**config.mk**
```make
export PLATFORM = sky130hd
export DESIGN_NAME = rsb_level_cell
export DESIGN_NICKNAME = d
export VERILOG_FILES = /design/src/hdl/rsb_pkg.sv /design/src/hdl/rsb_level_cell.sv
export SDC_FILE = /design/constraint.sdc
export NUM_CORES = 1
export LEC_CHECK = 0
export BUFFER_PORTS_ARGS = -buffer_cell sky130_fd_sc_hd__buf_2
export CAP_MARGIN = 15
export CORE_ASPECT_RATIO = 1.4
export CORE_MARGIN = 3
export CORE_UTILIZATION = 40
export DETAILED_ROUTE_END_ITERATION = 6
export SYNTH_ARGS = -nofsm -noshare
export SYNTH_HDL_FRONTEND = slang
export SYNTH_SLANG_ARGS = --single-unit
```
**constraint.sdc**
```tcl
create_clock -name clock -period 2.72 [get_ports clock]
set_clock_uncertainty 0.15 [all_clocks]
set_input_delay 0.408 -clock clock [delete_from_list [all_inputs] [get_ports clock]]
set_output_delay 0.408 -clock clock [all_outputs]
set_load 0.05 [all_outputs]
```
**src/hdl/rsb_pkg.sv**
```systemverilog
package rsb_pkg;

   // fixed field widths of the ports
   localparam int KIND_W  = 2;
   localparam int ARG_W   = 11;
   localparam int LAST_W  = 10;
   localparam int FOUND_W = 10;
   localparam int COUNT_W = 11;

   localparam int DEF_NUM_POSITIONS = 1024;
   localparam logic [LAST_W-1:0] LAST_RESET = 10'd1023;

   // item kinds, coded as on req_kind
   typedef enum logic [KIND_W-1:0] {
      OP_RESTORE = 2'd0,
      OP_REMOVE  = 2'd1,
      OP_FIND    = 2'd2,
      OP_NONE    = 2'd3
   } op_type;

   // token control handed from cell to cell
   typedef struct packed {
      logic   valid;
      op_type op;
   } tok_ctl_type;

   typedef enum logic [1:0] {
      ST_IDLE,
      ST_SWEEP,
      ST_CHECK,
      ST_WALK
   } state_type;

endpackage

```
**src/hdl/rsb_level_cell.sv**
```systemverilog
// One tree level: subtree counts of every node on this level, one token slot.
module rsb_level_cell #(
   parameter int LEVELS = 10,
   parameter int LEVEL  = 1
) (
   input  logic                     clock,
   input  logic                     reset,
   input  rsb_pkg::tok_ctl_type     in_ctl,
   input  logic [LEVELS-1:0]        in_idx,
   input  logic [LEVELS:0]          in_key,
   output rsb_pkg::tok_ctl_type     out_ctl,
   output logic [LEVELS-1:0]        out_idx,
   output logic [LEVELS:0]          out_key,
   input  logic                     sweep_en,
   input  logic [LEVELS-1:0]        sweep_idx,
   input  logic [LEVELS:0]          sweep_total
);
   import rsb_pkg::*;

   localparam int CW    = LEVELS + 1;
   localparam int SPAN  = LEVELS - LEVEL;          // log2 of leaves under one node
   localparam int NW    = SPAN + 1;                // node count width
   localparam int DEPTH = 1 << LEVEL;
   localparam logic [LEVELS-1:0] LOW_MASK = LEVELS'((1 << SPAN) - 1);
   localparam logic [CW-1:0]     SPAN_CNT = CW'(1 << SPAN);

   logic [NW-1:0]     cnt_mem [DEPTH];
   logic [NW-1:0]     cnt_ff;
   tok_ctl_type       ctl_ff;
   logic [LEVELS-1:0] idx_ff;
   logic [CW-1:0]     key_ff;
   logic [LEVEL-1:0]  addr_ff;

   logic              rd_bit;
   logic [LEVEL-1:0]  rd_addr;
   logic              sweep_we;
   logic              dec_we;
   logic [CW-1:0]     sweep_diff;
   logic [CW-1:0]     sweep_cnt;
   logic              wr_en;
   logic [LEVEL-1:0]  wr_addr;
   logic [NW-1:0]     wr_data;
   logic [CW-1:0]     left_cnt;
   logic              go_right;
   logic              step_bit;

   // remove reads the node on its path, find reads the left child
   assign rd_bit  = (in_ctl.op == OP_REMOVE) ? in_key[SPAN] : 1'b0;
   assign rd_addr = LEVEL'({in_idx, rd_bit});

   // restore: node i*2^SPAN covers positions from sweep_idx up
   assign sweep_we   = sweep_en && ((sweep_idx & LOW_MASK) == '0);
   assign sweep_diff = sweep_total - CW'(sweep_idx);
   assign sweep_cnt  = (sweep_total <= CW'(sweep_idx)) ? '0 :
                       (sweep_diff > SPAN_CNT) ? SPAN_CNT : sweep_diff;

   assign dec_we  = ctl_ff.valid && (ctl_ff.op == OP_REMOVE);
   assign wr_en   = sweep_we || dec_we;
   assign wr_addr = sweep_en ? sweep_idx[LEVELS-1 -: LEVEL] : addr_ff;
   assign wr_data = sweep_en ? NW'(sweep_cnt) : (cnt_ff - NW'(1));

   assign left_cnt = CW'(cnt_ff);
   assign go_right = key_ff > left_cnt;
   assign step_bit = (ctl_ff.op == OP_FIND) ? go_right : addr_ff[0];

   assign out_ctl = ctl_ff;
   assign out_idx = LEVELS'({idx_ff, step_bit});
   assign out_key = ((ctl_ff.op == OP_FIND) && go_right) ? (key_ff - left_cnt) : key_ff;

   always_ff @(posedge clock) begin
      cnt_ff <= cnt_mem[rd_addr];
      if (wr_en) begin
         cnt_mem[wr_addr] <= wr_data;
      end
   end

   always_ff @(posedge clock) begin
      if (reset) begin
         ctl_ff <= '{valid: 1'b0, op: OP_NONE};
      end else begin
         ctl_ff <= in_ctl;
      end
      idx_ff  <= in_idx;
      key_ff  <= in_key;
      addr_ff <= rd_addr;
   end

`ifndef SYNTHESIS
   a_dec_nonzero: assert property (@(posedge clock) disable iff (reset)
      dec_we |-> (cnt_ff != '0))
      else $error("remove decrements an empty node");

   a_sweep_alone: assert property (@(posedge clock) disable iff (reset)
      sweep_en |-> !ctl_ff.valid)
      else $error("restore sweep overlaps a token");

   a_rank_positive: assert property (@(posedge clock) disable iff (reset)
      (ctl_ff.valid && (ctl_ff.op == OP_FIND)) |-> (key_ff != '0))
      else $error("find token carries rank zero");
`endif

endmodule

```
==> impl_metrics.yaml <==
pwr:
  clockPowerShare_pct: 21.4
  swShare_pct: 31.7
  combPwrFrac_pct: 35.8
  power_per_cell_area_nw_per_um2: 448
  p_int_uw: 1420
  switching_power_uw: 657
  ir_drop_mv: 0.192
  p_leak_uw: 0.00210
  seq_power_share_pct: 42.8
floorplan:
  die_width_um: 80
  die_h_um: 110
  coreArea_sq_um: 7410
  start_util_pct: 41.4
  core.rowCount: 37
  dieArea_sq_um: 8770
  io_pins: 72
route:
  drt-pass1-iter-count: 4
  vias_per_cell: 5.05
  drc_errors: 0
  drt-total-wl_mm: 8.30
  dr_wl_met2_mm: 4.77
  vias: 2927
  top_layer: "met4"
  wire_per_inst_um: 14.3
  drt_iter0_markers: 60
  met3_length_um: 258
  wl_met1_mm: 2.99
  ant_nets: 0
clock_tree:
  clock_path_buffers: 2
  cts_root_buf: "clkbuf_8"
  htree_levels: 2
  cts_hold_buf: 0
  clkLatencyLatePin_ns: 0.31
  cts-buffers-inserted: 5
  cts_tree: "built"
  cts.clk_slew.worst_paths_ns: 0.10
  cts.sinks: 54
layout:
  area_growth_pct: 51.1
  stdcell_count: 580
  fill_cells: 615
  drive_gt1_share_pct: 47.2
  antenna_cells: 0
  fin_nets: 553
setup_path:
  crit_required_ns: 2.16
  critPathCaptureType: "primary output"
  startpoint_type: "flip-flop"
  worstSetupPathType: "reg -> out"
  cp.arrival_ns: 2.56
  crit_fanout: 2
placed_design:
  placed_cells: 548
  dp_hpwl_mm: 6.04
  port_buffers: 70
  globalplace.congestion: 0.855
  post-place-ws_ns: -0.256
synthesis:
  yosys.area.top_type: "dfxtp_1"
  ys_warn_count: 0
  synthesis.nets: 402
  synth_compound_area_share_pct: 17.3
  synth_top_family_by_area: "simple AND/OR/NAND/NOR gates"
  synthTopCellsByArea: "dfxtp_1 (22%), edfxtp_1 (20%), ha_1 (8.6%)"
  synthMuxAreaShare_pct: 3.18
  synth-main-ff-cell: "dfxtp_1"
  synth_xor_area_share_pct: 4.28
  async_flop_share_pct: 0
  ys_seq_elements: 54
  synth-seq-area-share_pct: 41.8
  netlist.area_leader.share_pct: 22.2
  synth-simple-area-share_pct: 18.8
  avgSynthCellArea_sq_um: 9.26
  syn_inst: 331
  synth_cell_types: 58
  synth-edff-count: 20
  syn-cell-area_sq_um: 3070
  synth-adder-area-share_pct: 10.2
sta:
  fin_hold_ws_ns: 0.0398
  slew_viol_final: 0
  hold_viol_final: 0
  fmax_mhz: 321
  worstMarginPinSlew_ns: 0.427
  setup_viol: 11
  period_minus_slack_ns: 3.12
  fin_crit_sh_pct: 115
  grt_setup_unrepaired: "yes"
  max_slew_margin_pct: 71.2
  setup_ws_ns: -0.400
run_status:
  violations: "negative setup slack"
  status: "finished, violations left"
global_routing:
  grt_pass1_wl_mm: 13.8
  grt_overflow_total: 0
  grt_usage_pct: 20.0
  grt_antenna_before_repair: 0
  first_global_vias: 3079
  grt_max_degree: 17
run:
  cap_violations: 0
min_path:
  hold_path_class: "in -> reg"
critical path, cell delays in order, from the launching register on:
cell and delay, ns:
dfxtp_2 0.33, inv_2 0.06, ha_4 0.14, fa_2 0.19, nand2b_4 0.13, a21boi_4 0.06, o21ai_2 0.20, a21oi_2 0.10
buf_4 0.15, o21a_1 0.17, or3_1 0.31, a31o_2 0.25, buf_6 0.15
synth_stat cells (all sizes together) (2+ instances only):
master,n
nand2,47
dfxtp,34
inv,28
nor2,25
ha,21
edfxtp,20
o21ai,20
a21oi,13
xnor2,12
o22ai,10
nand2b,7
mux2,6
nand3,6
nor2b,6
nor3,6
a211oi,4
a21boi,4
a21o,4
clkbuf,4
nand4,4
or3,4
buf,3
mux2i,3
nor4,3
xor2,3
a22oi,2
a311o,2
a31o,2
and2,2
fa,2
nand4b,2
o211ai,2
o21a,2
or2,2
repair_timing:
item / in CTS / in global routing
setup endpoints to repair: 12 / 30
gates resized for setup: 73 / 20
endpoints found under the hold margin: 0 / 0
setup buffers: 22 / 10
cloned: 1 / 0
pin swaps: 19 / 13
registers in the layout (all words and copies together), names as in the netlist:
name	cells
cnt_ff	10
idx_ff	9
key_ff	11
cnt_mem	20
addr_ff	1
out_ctl	3
power by group through the flow:
stage          Clock, uW  Combinational [uW]  Sequential [uW]
2_1_floorplan          0                 357              934
4_1_cts              461                 703              888
6_report             443                 742              888
3_3_place_gp           0                 602              901
3_5_place_dp           0                 611              902
5_1_grt              482                 805              892
stage by stage:
| step | setup TNS [ns] | power [uW] | utilization [%] | instance area [sq um] |
|---|---|---|---|---|
| 3_5_place_dp | -6.09 | 1510 | 54.1 | 4010 |
| 5_1_grt | -4.65 | 2180 | 62.6 | 4630 |
| 3_3_place_gp | -5.30 | 1500 | 54.1 | 4010 |
| 2_1_floorplan | -0.0453 | 1290 | - | 3130 |
| 6_report | -3.33 | 2070 | 62.6 | 4630 |
| 4_1_cts | -3.00 | 2050 | 60.9 | 4510 |
metal layers:
| layer | vias to the layer above | track usage (%) |
|---|---|---|
| met5 | - | 0 |
| met4 | 0 | 7.73 |
| met3 | 20 | 2.30 |
| met2 | 71 | 39.5 |
| met1 | 1354 | 20.9 |
| li1 | 1482 | - |
cell type report:
| cell class | instances | area (sq um) | share of cell area [%] |
|---|---|---|---|
| flip-flops and latches | 54 | 1290 | 27.9 |
| inverters | 28 | 108 | 2.32 |
| well taps | 97 | 121 | 2.62 |
| repair buffers | 151 | 1100 | 23.8 |
| multi-input cells | 242 | 1920 | 41.5 |
| clock buffers | 6 | 72.6 | 1.57 |
| clock inverters | 2 | 12.5 | 0.270 |
layout by cell type (no fill, tap or decap), types with 3 or more instances in the layout:
cell type | Yosys | final
buf_4 | 1 | 73
buf_2 | 2 | 58
nand2_1 | 47 | 46
dfxtp_1 | 34 | 24
nor2_1 | 25 | 23
inv_1 | 28 | 21
edfxtp_1 | 20 | 20
buf_6 | 0 | 16
o21ai_0 | 20 | 15
xnor2_1 | 12 | 12
ha_1 | 21 | 12
dfxtp_2 | 0 | 10
a21oi_1 | 13 | 9
ha_4 | 0 | 8
inv_2 | 0 | 6
nand2b_1 | 7 | 6
nand3_1 | 6 | 6
mux2_4 | 0 | 6
nor3_1 | 6 | 5
nor2b_1 | 6 | 5
o22ai_1 | 6 | 5
o22ai_2 | 4 | 5
clkbuf_8 | 0 | 5
nand4_1 | 4 | 4
o21ai_2 | 0 | 4
a211oi_1 | 4 | 4
a21o_1 | 4 | 4
a21oi_2 | 0 | 3
xor2_1 | 3 | 3
cell families (layout without fill, tap and decap cells):
logic type / after synthesis / after routing
DFF: 54 / 54
buffers and inverters: 35 / 187
adders and majority gates: 24 / 24
xor gates and xnor gates: 15 / 15
AOI/OAI and AO/OA: 75 / 75
and+or+nand+nor: 119 / 119
muxes: 9 / 9
worst paths after layout:
| path | start | to | slack [ns] | cells after the start |
|---|---|---|---|---|
| max | key_ff[0]$_DFF_P_ | out_key[8] | -0.40 | 12 |
| min | in_key[0] | key_ff[0]$_DFF_P_ | 0.04 | 1 |
| max reg2reg | cnt_ff[1]$_DFF_P_ | cnt_mem[1][4]$_DFFE_PP_ | 0.83 | 9 |
| min reg2reg | cnt_mem[1][0]$_DFFE_PP_ | cnt_ff[0]$_DFF_P_ | 0.29 | 2 |
Power figures use the tool's default switching activity.
